<file path="src/hdl/poq_pkg.sv">
package poq_pkg;

  localparam int DEPTH     = 16;
  localparam int PAGE_BITS = 16;

  // Field widths on the stream ports.
  localparam int ACT_W    = 3;
  localparam int PAGE_W   = 16;
  localparam int STAT_W   = 2;
  localparam int COUNT_W  = 5;
  localparam int OUT_W    = PAGE_W + STAT_W + COUNT_W + 1;
  localparam int OUT_BYTES_W = ((OUT_W + 7) / 8) * 8;
  localparam int IN_BYTES_W  = ((PAGE_W + 7) / 8) * 8;

  // Internal widths follow the list depth.
  localparam int CNT_W = $clog2(DEPTH + 1);
  localparam int IDX_W = $clog2(DEPTH);

  typedef logic [PAGE_BITS-1:0] page_t;
  typedef logic [CNT_W-1:0]     cnt_t;
  typedef logic [IDX_W-1:0]     idx_t;
  typedef logic [DEPTH-1:0]     slot_mask_t;

  typedef enum logic [ACT_W-1:0] {
    ACT_APPEND  = 3'd0,
    ACT_POP_OLD = 3'd1,
    ACT_POP_NEW = 3'd2,
    ACT_REMOVE  = 3'd3,
    ACT_LOOKUP  = 3'd4
  } action_t;

  typedef enum logic [STAT_W-1:0] {
    STAT_OK       = 2'd0,
    STAT_EMPTY    = 2'd1,
    STAT_NOTFOUND = 2'd2,
    STAT_FULL     = 2'd3
  } status_t;

  typedef enum logic [1:0] {
    S_IDLE,
    S_CMP,
    S_APPLY
  } state_t;

  // Commands from the controller to the datapath.
  typedef struct packed {
    logic capture;
    logic compare;
    logic apply;
  } ctl_cmd_t;

endpackage

</file>
<file path="src/hdl/page_order_queue_core.sv">
// A transaction passes the capture, compare and apply steps, and its result register then feeds the master side.
// Each transaction runs the controller's three-step sequence (capture, parallel compare, apply);
// a stalled result register holds off the apply step, and new input is accepted only after apply.
// The next input transaction is accepted while a finished result still waits to be taken.
// Reset (rst, synchronous, active high) empties the list and drops any pending result;
// slot contents are not cleared and are never observed before being written.
module page_order_queue_core (
  input  logic        clk,
  input  logic        rst,
  input  logic        s_axis_tvalid,
  output logic        s_axis_tready,
  input  logic [15:0] s_axis_tdata,   // [15:0] page
  input  logic [2:0]  s_axis_tuser,   // [2:0] action
  output logic        m_axis_tvalid,
  input  logic        m_axis_tready,
  output logic [23:0] m_axis_tdata    // [15:0] result_page, [17:16] status,
                                      // [22:18] entry_count, [23] is_empty
);
  import poq_pkg::*;

  ctl_cmd_t           cmd;
  logic [PAGE_W-1:0]  res_page;
  logic [STAT_W-1:0]  res_status;
  logic [COUNT_W-1:0] res_count;
  logic               res_empty;

  // The controller sequences each transaction; it never looks at the payload.
  poq_ctrl u_ctrl (
    .clk       (clk),
    .rst       (rst),
    .in_valid  (s_axis_tvalid),
    .in_ready  (s_axis_tready),
    .out_valid (m_axis_tvalid),
    .out_ready (m_axis_tready),
    .cmd       (cmd)
  );

  // The datapath holds the ordered slot row, the entry count and the result register.
  poq_datapath u_dp (
    .clk        (clk),
    .rst        (rst),
    .cmd        (cmd),
    .in_action  (s_axis_tuser),
    .in_page    (s_axis_tdata[PAGE_W-1:0]),
    .res_page   (res_page),
    .res_status (res_status),
    .res_count  (res_count),
    .res_empty  (res_empty)
  );

  // Result fields packed from the lowest bit up.
  assign m_axis_tdata = {res_empty, res_count, res_status, res_page};

endmodule

</file>
<file path="src/hdl/poq_ctrl.sv">
module poq_ctrl (
  input  logic              clk,
  input  logic              rst,
  input  logic              in_valid,
  output logic              in_ready,
  output logic              out_valid,
  input  logic              out_ready,
  output poq_pkg::ctl_cmd_t cmd
);
  import poq_pkg::*;

  state_t state;
  state_t state_next;
  logic   out_valid_next;

  always_ff @(posedge clk) begin
    if (rst) begin
      state     <= S_IDLE;
      out_valid <= 1'b0;
    end else begin
      state     <= state_next;
      out_valid <= out_valid_next;
    end
  end

  always_comb begin
    state_next     = state;
    cmd            = '0;
    in_ready       = 1'b0;
    out_valid_next = out_valid && !out_ready;
    unique case (state)
      S_IDLE: begin
        in_ready = 1'b1;
        if (in_valid) begin
          cmd.capture = 1'b1;
          state_next  = S_CMP;
        end
      end
      S_CMP: begin
        cmd.compare = 1'b1;
        state_next  = S_APPLY;
      end
      S_APPLY: begin
        // The result register must be free or emptying this cycle.
        if (!out_valid || out_ready) begin
          cmd.apply      = 1'b1;
          out_valid_next = 1'b1;
          state_next     = S_IDLE;
        end
      end
      default: state_next = S_IDLE;
    endcase
  end

  a_apply_sets_valid: assert property (@(posedge clk) disable iff (rst)
    cmd.apply |=> out_valid)
    else $error("result not marked valid after apply");

  a_capture_to_cmp: assert property (@(posedge clk) disable iff (rst)
    cmd.capture |=> (state == S_CMP))
    else $error("compare step skipped after capture");

  a_valid_source: assert property (@(posedge clk) disable iff (rst)
    $rose(out_valid) |-> ($past(state) == S_APPLY))
    else $error("result appeared without an apply step");

endmodule

</file>
<file path="src/hdl/poq_datapath.sv">
module poq_datapath (
  input  logic                         clk,
  input  logic                         rst,
  input  poq_pkg::ctl_cmd_t            cmd,
  input  logic [poq_pkg::ACT_W-1:0]    in_action,
  input  logic [poq_pkg::PAGE_W-1:0]   in_page,
  output logic [poq_pkg::PAGE_W-1:0]   res_page,
  output logic [poq_pkg::STAT_W-1:0]   res_status,
  output logic [poq_pkg::COUNT_W-1:0]  res_count,
  output logic                         res_empty
);
  import poq_pkg::*;

  page_t      slots [DEPTH];
  cnt_t       count;
  logic [ACT_W-1:0] act;
  page_t      pg;
  slot_mask_t match;

  cnt_t       cnt_dec;
  idx_t       last_idx;
  logic       nonempty;
  logic       full;
  logic       any_match;
  slot_mask_t first_hot;
  slot_mask_t del_hot;
  slot_mask_t shift_mask;
  logic       do_del;
  logic       do_app;
  page_t      page_sel;
  status_t    stat_sel;
  cnt_t       count_next;

  // Capture the item and compare it against every held slot.
  always_ff @(posedge clk) begin
    if (cmd.capture) begin
      act <= in_action;
      pg  <= in_page[PAGE_BITS-1:0];
    end
    if (cmd.compare) begin
      for (int i = 0; i < DEPTH; i++) begin
        match[i] <= (slots[i] == pg) && (cnt_t'(i) < count);
      end
    end
  end

  always_comb begin
    cnt_dec    = count - cnt_t'(1);
    last_idx   = cnt_dec[IDX_W-1:0];
    nonempty   = (count != '0);
    full       = (count >= cnt_t'(DEPTH));
    any_match  = |match;
    first_hot  = match & (~match + slot_mask_t'(1));
    del_hot    = slot_mask_t'(1);
    do_del     = 1'b0;
    do_app     = 1'b0;
    page_sel   = '0;
    stat_sel   = STAT_OK;
    unique case (act)
      ACT_APPEND: begin
        if (full) stat_sel = STAT_FULL;
        else      do_app   = 1'b1;
      end
      ACT_POP_OLD: begin
        if (!nonempty) begin
          stat_sel = STAT_EMPTY;
        end else begin
          do_del   = 1'b1;
          page_sel = slots[0];
        end
      end
      ACT_POP_NEW: begin
        if (!nonempty) begin
          stat_sel = STAT_EMPTY;
        end else begin
          do_del   = 1'b1;
          del_hot  = slot_mask_t'(1) << last_idx;
          page_sel = slots[last_idx];
        end
      end
      ACT_REMOVE: begin
        if (!any_match) begin
          stat_sel = STAT_NOTFOUND;
        end else begin
          do_del   = 1'b1;
          page_sel = pg;
          // Oldest wins, then newest, then the oldest interior copy.
          if (match[0])             del_hot = slot_mask_t'(1);
          else if (match[last_idx]) del_hot = slot_mask_t'(1) << last_idx;
          else                      del_hot = first_hot;
        end
      end
      ACT_LOOKUP: begin
        stat_sel = any_match ? STAT_OK : STAT_NOTFOUND;
      end
      default: ;
    endcase
    shift_mask = ~(del_hot - slot_mask_t'(1));
    count_next = count;
    if (do_app)      count_next = count + cnt_t'(1);
    else if (do_del) count_next = cnt_dec;
  end

  always_ff @(posedge clk) begin
    if (rst) begin
      count <= '0;
    end else if (cmd.apply) begin
      count <= count_next;
    end
  end

  // Slot row: deletion shifts newer entries toward slot 0, append writes at count.
  always_ff @(posedge clk) begin
    if (cmd.apply) begin
      for (int i = 0; i < DEPTH; i++) begin
        if (do_del && shift_mask[i] && (i < DEPTH - 1)) begin
          slots[i] <= slots[(i < DEPTH - 1) ? i + 1 : i];
        end else if (do_app && (count == cnt_t'(i))) begin
          slots[i] <= pg;
        end
      end
    end
  end

  always_ff @(posedge clk) begin
    if (cmd.apply) begin
      res_page   <= PAGE_W'(page_sel);
      res_status <= stat_sel;
      res_count  <= COUNT_W'(count_next);
      res_empty  <= (count_next == '0);
    end
  end

  a_count_bound: assert property (@(posedge clk) disable iff (rst)
    count <= cnt_t'(DEPTH))
    else $error("entry count beyond depth");

  a_count_hold: assert property (@(posedge clk) disable iff (rst)
    !cmd.apply |=> $stable(count))
    else $error("entry count changed outside apply");

endmodule

</file>
<file path="config.mk">
export PLATFORM = sky130hd
export DESIGN_NAME = page_order_queue_core
export DESIGN_NICKNAME = d
export VERILOG_FILES = /design/src/hdl/poq_pkg.sv /design/src/hdl/page_order_queue_core.sv /design/src/hdl/poq_ctrl.sv /design/src/hdl/poq_datapath.sv
export SDC_FILE = /design/constraint.sdc
export NUM_CORES = 1
export LEC_CHECK = 0
export BUFFER_PORTS_ARGS = -buffer_cell sky130_fd_sc_hd__clkbuf_2
export CORE_MARGIN = 2
export CORE_UTILIZATION = 49
export CTS_CLUSTER_DIAMETER = 200
export CTS_CLUSTER_SIZE = 40
export DETAILED_ROUTE_END_ITERATION = 6
export PLACE_DENSITY = 0.67
export SLEW_MARGIN = 25
export SYNTH_ARGS = -nofsm -noshare
export SYNTH_HDL_FRONTEND = slang
export SYNTH_HIERARCHICAL = 1
export SYNTH_SLANG_ARGS = --single-unit
</file>
<file path="constraint.sdc">
create_clock -name clk -period 5.4 [get_ports clk]
set_input_delay 0.27 -clock clk [delete_from_list [all_inputs] [get_ports clk]]
set_output_delay 0.27 -clock clk [all_outputs]
set_load 0.02 [all_outputs]
</file>
==> flow_summary.yaml, run 1 <==
die:
  core_area_um2: 39500
  die_y_um: 204
  fp.dieArea_um2: 41400
  start_util: 0.493
  placementRows: 73
  ios: 49
  die_w_um: 204
yosys:
  synthFlopType: "edfxtp_1"
  synthDistinctLibCells: 83
  synth-edff-count: 315
  ys_warn_count: 6
  synthCells: 1412
  yosysTopAreaCellShare: 0.485
  synth_most_common_cell: "edfxtp_1"
  syn-cell-area_um2: 19500
  synthTopCellsByArea: "edfxtp_1, mux2_2, mux4_2, xor2_1, xnor2_1"
  synth_seq_cells: 323
  syn_nets: 1442
  yosys-top-cells-count: "edfxtp_1, mux2_2, xor2_1"
  synthArstFlopShare: 0
  netlist.top_cell.by_area: "edfxtp_1"
  yosysSeqAreaShare: 0.493
  avgSynthCellArea_um2: 13.8
route:
  first_pass_iters: 7
  drtIter0Drc: 1576
  num_vias: 12724
  wl_met3_um: 5380
  dr_wl_met2_um: 26000
  top_layer: "met5"
  drt-vias-per-instance: 6.49
  drt-wirelength-per-cell_um: 29.8
  drc: 0
  wl_met1_um: 25300
  routed_wl_um: 58400
  ant_nets: 0
clocking:
  insertion_delay_ps: 540
  cts_tree: "built"
  clockBufferDepth: 3
  htree_levels: 1
  cts_buffers: 12
  clk_pin_slew_ps: 150
  cts.sinks: 323
  root_buffer: "clkbuf_16"
global_route:
  antenna_found_initial: 1
  grt_first_pass_wirelength_um: 85900
  grt_usage: 0.283
  grt_max_degree: 42
  grt_overflow_total: 0
  grt_pass1_vias: 12370
placed_design:
  dp_hpwl_um: 42300
  io_buffers: 48
  placedInstanceArea_um2: 20400
  routabilityCongestion: 1.01
min_path:
  worst_hold_path_type: "in2reg"
worst_setup_path:
  r2r_slack_ps: 710
  critPathMaxFanout: 16
  cp-start-kind: "flip-flop"
  critPathRequiredTime_ps: 5580
  endpoint_kind: "flip-flop"
  path_class: "reg2reg"
  cp_data_arrival_time_ps: 4870
sta:
  setup_violations: 0
  clock-skew-final_ps: 72.2
  grt_setup_unrepaired: "no"
  slew_violations: 0
  finalSetupTns_ps: 0
  maxSlewHeadroom: 0.315
  fin_crit_ps: 4690
  min_period_over_period: 0.868
  worstMarginPinSlew_ps: 1020
  hold_viol_final: 0
  fmax_mhz: 213
final_layout:
  finalNetCount: 1461
  synthToLayoutAreaGrowth_pct: 7.57
  fin_area_um2: 21000
  final_layout_size_suffix_gt1_frac: 0.333
power_and_ir_drop:
  leakagePower_nw: 6.92
  ir_drop_mv: 0.213
  p_per_area_nw_per_um2: 217
outcome:
  status: "completed"
flow_run:
  maxCapViolations: 0
[repair_timing]
action | 4_1_cts | 5_1_grt
resized for setup | 0 | 0
hold buffers | 19 | 0
setup endpoints to repair | 0 | 0
endpoints found under the hold margin | 19 | 0
setup buffers | 0 | 0
[layout make-up]
type / instances / area (um2)
fillers: 3297 / 18600
flip-flops and latches: 323 / 9620
multi-input cells: 946 / 9380
repair buffers: 124 / 862
well taps: 525 / 657
clock buffers: 16 / 337
inverters: 24 / 90.1
clock inverters: 1 / 30.0
diodes: 1 / 2.50
[registers in the layout, indices dropped and copies added, names as in the netlist, 2 cells and up]
| name | cells |
|---|---|
| u_ctrl/state | 2 |
| u_dp/act | 3 |
| u_dp/count | 5 |
| u_dp/match | 16 |
| u_dp/pg | 16 |
| u_dp/res_count | 5 |
| u_dp/res_page | 16 |
| u_dp/res_status | 2 |
| u_dp/slots | 256 |
[cells in the final DEF (no fill, tap or decap), types with 6 or more instances in the layout]
| cell | netlist | layout |
|---|---|---|
| mux4_2 | 83 | 83 |
| clkbuf_16 | 0 | 13 |
| o21ai_0 | 14 | 8 |
| nand3_1 | 20 | 19 |
| nor3_1 | 18 | 18 |
| nor4_1 | 50 | 50 |
| dlygate4sd3_1 | 0 | 19 |
| mux2i_1 | 8 | 8 |
| o21ai_1 | 4 | 10 |
| xor2_1 | 201 | 200 |
| dfxtp_1 | 8 | 7 |
| a21oi_1 | 14 | 14 |
| xnor2_1 | 73 | 73 |
| inv_1 | 24 | 24 |
| nand2_1 | 36 | 36 |
| a31oi_1 | 7 | 6 |
| buf_4 | 1 | 56 |
| a211oi_1 | 8 | 8 |
| clkbuf_2 | 0 | 48 |
| edfxtp_1 | 315 | 315 |
| nor2_1 | 32 | 32 |
| nand2b_1 | 7 | 7 |
| mux2_2 | 242 | 242 |
| nand4_1 | 27 | 27 |
| ha_1 | 7 | 6 |
| a222oi_1 | 15 | 15 |
[worst paths after layout]
check                   start          endpoint  depth (start not counted)
max             u_dp/count[0]  u_dp/slots[9][8]                         11
min                       rst     u_dp/count[3]                          2
max reg2reg     u_dp/count[0]  u_dp/slots[9][8]                         11
min reg2reg  u_ctrl/out_valid  u_ctrl/out_valid                          2
[report_power, final]
part,switching [mW],internal (mW)
combinational,0.294,0.189
sequential,0.0476,2.76
clock,0.804,0.457
[metal layers]
metal	track usage	vias up
met5	0	-
met4	0.0777	2
met3	0.0471	84
met2	0.427	646
met1	0.425	6554
li1	-	5438
[kinds of logic after synthesis]
family                     after synthesis  share of synthesized area
buffers and inverters                  143                     0.0285
AOI/OAI and AO/OA                       95                     0.0379
xor gates and xnor gates               275                      0.124
adders and majority gates                7                    0.00449
and+or+nand+nor                        234                     0.0702
muxes                                  335                      0.242
DFF                                    323                      0.493
[per-stage QoR]
stage | total power [mW] | hold WS, ps | instances | utilization | setup WS, ps
after floorplan | 3.16 | 339 | 1412 | - | 151
after global placement | 3.32 | 447 | 1922 | 0.516 | 1020
after detailed placement | 3.33 | 449 | 1922 | 0.516 | 822
after CTS | 4.57 | 12.0 | 1958 | 0.530 | 799
after global routing | 4.68 | 20.5 | 1959 | 0.530 | 498
final | 4.55 | 14.0 | 1960 | 0.530 | 715
[critical path: stages (launching register included)]
cell	delay (ps)
dfxtp_4	410
inv_1	130
ha_1	320
xnor2_1	520
mux2i_1	250
mux2i_1	560
a21oi_1	130
o32ai_1	460
nand4_2	250
or3_4	450
xnor2_1	160
a22o_1	670
Power figures use the tool's default switching activity.
==> run 2: changes to the inputs <==
--- a/config.mk
+++ b/config.mk
@@ -11,7 +11,7 @@
 export CTS_CLUSTER_DIAMETER = 200
 export CTS_CLUSTER_SIZE = 40
 export DETAILED_ROUTE_END_ITERATION = 6
-export PLACE_DENSITY = 0.67
+export PLACE_DENSITY_LB_ADDON = 0.2
 export SLEW_MARGIN = 25
 export SYNTH_ARGS = -nofsm -noshare
 export SYNTH_HDL_FRONTEND = slang
==> run 2 against run 1 <==
Critical path depth unchanged; routed wire length increased by 1.6%; hold slack improved by 16 ps; cell count decreased by 0.41%; combinational power increased by 2%; worst setup slack got worse by 150 ps; die area unchanged; largest power group unchanged; fmax decreased by 3.1%; clock power about the same; power decreased by 0.33%; largest cell class unchanged; via count about the same.
==> flow_summary.yaml, run 2 (synthesized netlist as in run 1, its figures left out) <==
outcome:
  status: "completed"
sta:
  finalSetupTns_ps: 0
  fin_crit_ps: 4840
  worstMarginPinSlew_ps: 1070
  grt_setup_unrepaired: "no"
  slew_violations: 0
  clock-skew-final_ps: 60.7
  hold_viol_final: 0
  fmax_mhz: 207
  layout_setup_ws_ps: 562
  hold_ws_ps: 30.3
  maxSlewHeadroom: 0.283
  min_period_over_period: 0.896
  setup_violations: 0
global_route:
  grt_overflow_total: 0
  grt_pass1_vias: 12313
  grt_usage: 0.288
  grt_first_pass_wirelength_um: 87000
  antenna_found_initial: 0
  grt_max_degree: 54
placed_design:
  place_inst: 1916
  dp_hpwl_um: 42000
  io_buffers: 48
  place_ws_ps: 692
  routabilityCongestion: 0.958
worst_setup_path:
  cp_slowest_stage_delay_ps: 710
  critPathMaxFanout: 16
  endpoint_kind: "flip-flop"
  critPathLaunch: "u_dp/count[0]"
  r2r_slack_ps: 560
  worstReg2RegEnd: "u_dp/slots[9][6]"
  path_class: "reg2reg"
  worstReg2RegStart: "u_dp/count[0]"
  critPathRequiredTime_ps: 5580
  cp-start-kind: "flip-flop"
  cp_data_arrival_time_ps: 5020
  cp_slowest_cell: "a22o_1"
  rr_worst_depth: 11
  crit_chain: "inv_1, ha_1, xnor2_1, mux2i_1, mux2i_1, a21oi_1, o32ai_1, nand4_2, or3_4, xnor2_1, a22o_1"
clocking:
  cts.sinks: 323
  cts_tree: "built"
  cts_buffers: 12
  htree_levels: 1
  clk_pin_slew_ps: 150
  ctsResizeCount: 0
  insertion_delay_ps: 530
  root_buffer: "clkbuf_16"
  clockBufferDepth: 3
final_layout:
  layout_common_cells: "edfxtp_1, mux2_2, xor2_1, mux4_2, xnor2_1"
  finalNetCount: 1454
  synthToLayoutAreaGrowth_pct: 7.32
  regMostFlops: "u_dp/slots"
  fill_cells: 3316
  diodes: 0
  layout_commonest_cell: "edfxtp_1"
  final_cells: 1952
  final_layout_size_suffix_gt1_frac: 0.329
  largest_register_ff_count: 256
power_and_ir_drop:
  clkPwrFrac: 0.275
  combPwrFrac: 0.109
  internal-power_mw: 3.40
  p_per_area_nw_per_um2: 217
  sw_frac_of_total: 0.250
  ir_drop_mv: 0.203
  sequentialPowerShare: 0.616
  leakagePower_nw: 6.89
  p_sw_mw: 1.13
die:
  die_w_um: 204
  ios: 49
  fp.dieArea_um2: 41400
  placementRows: 73
  core_area_um2: 39500
  start_util: 0.493
  die_y_um: 204
min_path:
  worstHoldPathCells: 2
  holdCritStartpoint: "rst"
  worst_hold_path_type: "in2reg"
  hold-path-endpoint: "u_ctrl/state[0]"
route:
  drc: 0
  ant_nets: 0
  routed_wl_um: 59300
  drt-wirelength-per-cell_um: 30.4
  num_vias: 12725
  drtIter0Drc: 1607
  drt-vias-per-instance: 6.52
  first_pass_iters: 6
flow_run:
  maxCapViolations: 0
[run 2: cell count changes in the layout (fill, tap and decap cells not counted)]
cell     previous run  this run
xor2_4              0         1
xor2_2              2         1
nand3_2             1         0
buf_4              56        49
diode_2             1         0
nand3_1            19        20
[run 2: worst max path at each step]
stage,end,slack [ps],cells after the start
global placement,u_dp/slots[9][15],800,11
detailed placement,u_dp/slots[9][15],690,11
floorplan,u_dp/slots[7][0],150,15
finish,u_dp/slots[9][6],560,11
global route,u_dp/slots[9][11],340,11
CTS,u_dp/slots[9][6],650,11
[run 2: final cells by class]
class                   instances  area, um2  area share
clock buffers                  16        337      0.0161
clock inverters                 1       30.0     0.00143
inverters                      24       90.1     0.00430
multi-input cells             946       9390       0.448
flip-flops and latches        323       9620       0.460
well taps                     525        657      0.0314
repair buffers                117        810      0.0387
[run 2: worst max-delay path: cells and delay by family, from the launching register on]
family | cells | cell delay, ps
compound gates | 3 | 1270
mux | 2 | 800
xor+xnor | 2 | 730
simple gates | 2 | 710
flops | 1 | 450
fa+ha+maj | 1 | 350
buf+inv | 1 | 150
[run 2: metal layers]
metal | routed length, um | vias up | global-route usage
met4 | 1470 | 0 | 0.0649
met2 | 26100 | 643 | 0.430
met5 | 0 | - | 0
li1 | - | 5427 | -
met3 | 5560 | 69 | 0.0467
met1 | 26200 | 6586 | 0.442
[run 2: repair_timing]
| item | CTS | global route |
|---|---|---|
| hold buffers | 19 | 0 |
| endpoints found under the hold margin | 19 | 0 |
| setup buffers | 0 | 0 |
[run 2: power groups by stage]
stage	clock [mW]	combinational, mW	sequential [mW]
after global placement	0	0.472	2.85
after CTS	1.27	0.488	2.79
after global routing	1.34	0.524	2.80
after detailed placement	0	0.475	2.85
final	1.25	0.495	2.80
after floorplan	0	0.327	2.84
[run 2: metrics by stage]
| stage | utilization | area (um2) | total power, mW |
|---|---|---|---|
| 5_1_grt | 0.529 | 20900 | 4.67 |
| 3_5_place_dp | 0.515 | 20400 | 3.33 |
| 3_3_place_gp | 0.515 | 20400 | 3.32 |
| 4_1_cts | 0.529 | 20900 | 4.55 |
| 2_1_floorplan | - | 19500 | 3.16 |
| 6_report | 0.529 | 20900 | 4.54 |
==> run 3: changes to the inputs <==
--- a/config.mk
+++ b/config.mk
@@ -8,6 +8,7 @@
 export BUFFER_PORTS_ARGS = -buffer_cell sky130_fd_sc_hd__clkbuf_2
 export CORE_MARGIN = 2
 export CORE_UTILIZATION = 49
+export CTS_BUF_LIST = sky130_fd_sc_hd__clkbuf_2 sky130_fd_sc_hd__clkbuf_4 sky130_fd_sc_hd__clkbuf_8
 export CTS_CLUSTER_DIAMETER = 200
 export CTS_CLUSTER_SIZE = 40
 export DETAILED_ROUTE_END_ITERATION = 6
==> run 3 against run 2 <==
Worst setup slack worse by 15 ps; sequential power barely moved; clock skew up 55 ps; core utilization down 0.27 points; flip-flop and latch count is the same; first-iteration DRC count down 2.7%; cell count grew 0.15%; critical path depth unchanged; non-clock buffer count grew 3; clock power is 18% lower; critical endpoint unchanged.
==> flow_summary.yaml, run 3 (synthesized netlist as in run 1, its figures left out) <==
clocking:
  root_buffer: "clkbuf_8"
  cts.sinks: 323
  cts_tree: "built"
  ctsResizeCount: 0
  clk_pin_slew_ps: 240
  cts_buffers: 12
  htree_levels: 1
  clockBufferDepth: 3
  insertion_delay_ps: 620
final_layout:
  multi_input_area_um2: 9390
  final_layout_size_suffix_gt1_frac: 0.330
  layout_common_cells: "edfxtp_1, mux2_2, xor2_1, mux4_2, xnor2_1"
  largest_register_ff_count: 256
  fill_cells: 3326
  regArea_um2: 9620
  synthToLayoutAreaGrowth_pct: 6.78
  diodes: 0
  regMostFlops: "u_dp/slots"
  layout_commonest_cell: "edfxtp_1"
  finalNetCount: 1457
route:
  first_pass_iters: 5
  drtIter0Drc: 1563
  ant_nets: 0
  drc: 0
  drt-wirelength-per-cell_um: 30.4
  drt-vias-per-instance: 6.55
  routed_wl_um: 59300
  num_vias: 12807
placed_design:
  routabilityCongestion: 0.958
  io_buffers: 48
  dp_hpwl_um: 42000
power_and_ir_drop:
  ir_drop_mv: 0.174
  p_per_area_nw_per_um2: 207
  leakagePower_nw: 6.85
  power_mw: 4.31
worst_setup_path:
  cp-start-kind: "flip-flop"
  critPathMaxFanout: 32
  path_class: "reg2reg"
  endpoint_kind: "flip-flop"
  critPathRequiredTime_ps: 5670
  cp_data_arrival_time_ps: 5120
sta:
  hold_viol_final: 0
  fmax_mhz: 206
  clock-skew-final_ps: 116
  finalSetupTns_ps: 0
  slew_violations: 0
  min_period_over_period: 0.899
  worstMarginPinSlew_ps: 1080
  maxSlewHeadroom: 0.280
  grt_setup_unrepaired: "no"
  fin_crit_ps: 4850
  hold_ws_ps: 272
  setup_violations: 0
global_route:
  antenna_found_initial: 0
  grt_usage: 0.288
  grt_max_degree: 54
  grt_overflow_total: 0
  grt_pass1_vias: 12351
  grt_first_pass_wirelength_um: 86800
die:
  die_y_um: 204
  placementRows: 73
  die_w_um: 204
  ios: 49
  fp.dieArea_um2: 41400
  start_util: 0.493
  core_area_um2: 39500
min_path:
  worst_hold_path_type: "in2reg"
outcome:
  status: "completed"
flow_run:
  maxCapViolations: 0
==> run 3: layout make-up <==
type,count,area share
sequential,323,0.462
multi-input combinational,946,0.451
timing repair buffer,120,0.0403
tap,525,0.0315
clock buffer,16,0.00967
inverter,24,0.00433
clock inverter,1,0.00144
==> run 3: final timing paths <==
path,cells after the start,slack (ps),start,to
worst max-delay path,11,550,u_dp/count[0],u_dp/slots[9][6]
worst min-delay path,4,270,s_axis_tvalid,u_ctrl/state[0]
worst max register to register,11,550,u_dp/count[0],u_dp/slots[9][6]
worst min register to register,1,570,u_dp/slots[10][10],u_dp/slots[9][10]
==> run 3: worst max-delay path, stage by stage, from the launching register on <==
cell	delay, ps
dfxtp_4	480
inv_1	150
ha_4	620
mux4_2	390
mux2_2	330
mux2i_2	400
o21ai_2	200
a31oi_4	310
nand4_2	240
or3_4	450
xnor2_1	220
a22o_1	700
==> run 3: per-layer routing <==
layer	global-route usage	wire, um	vias to the layer above
met2	0.432	26200	699
met5	0	0	-
met1	0.438	26200	6625
met3	0.0494	5640	62
met4	0.0623	1350	0
li1	-	-	5421
==> run 3: repair_timing <==
item	in CTS	in global routing
hold buffers	22	0
buffers inserted	0	0
endpoints found under the hold margin	26	0
==> run 3: through the flow <==
step | util | worst slack, ps | instance area [um2] | std cells
after floorplan | - | 151 | 19500 | 1412
after CTS | 0.526 | 640 | 20800 | 1955
after detailed placement | 0.515 | 692 | 20400 | 1916
final | 0.527 | 548 | 20800 | 1955
after global routing | 0.527 | 347 | 20800 | 1955
after global placement | 0.515 | 801 | 20400 | 1916
==> run 3: power breakdown <==
| group | total [mW] | switching, mW | internal, mW |
|---|---|---|---|
| Sequential | 2.80 | 0.0370 | 2.76 |
| Combinational | 0.496 | 0.308 | 0.188 |
| Clock | 1.02 | 0.761 | 0.255 |
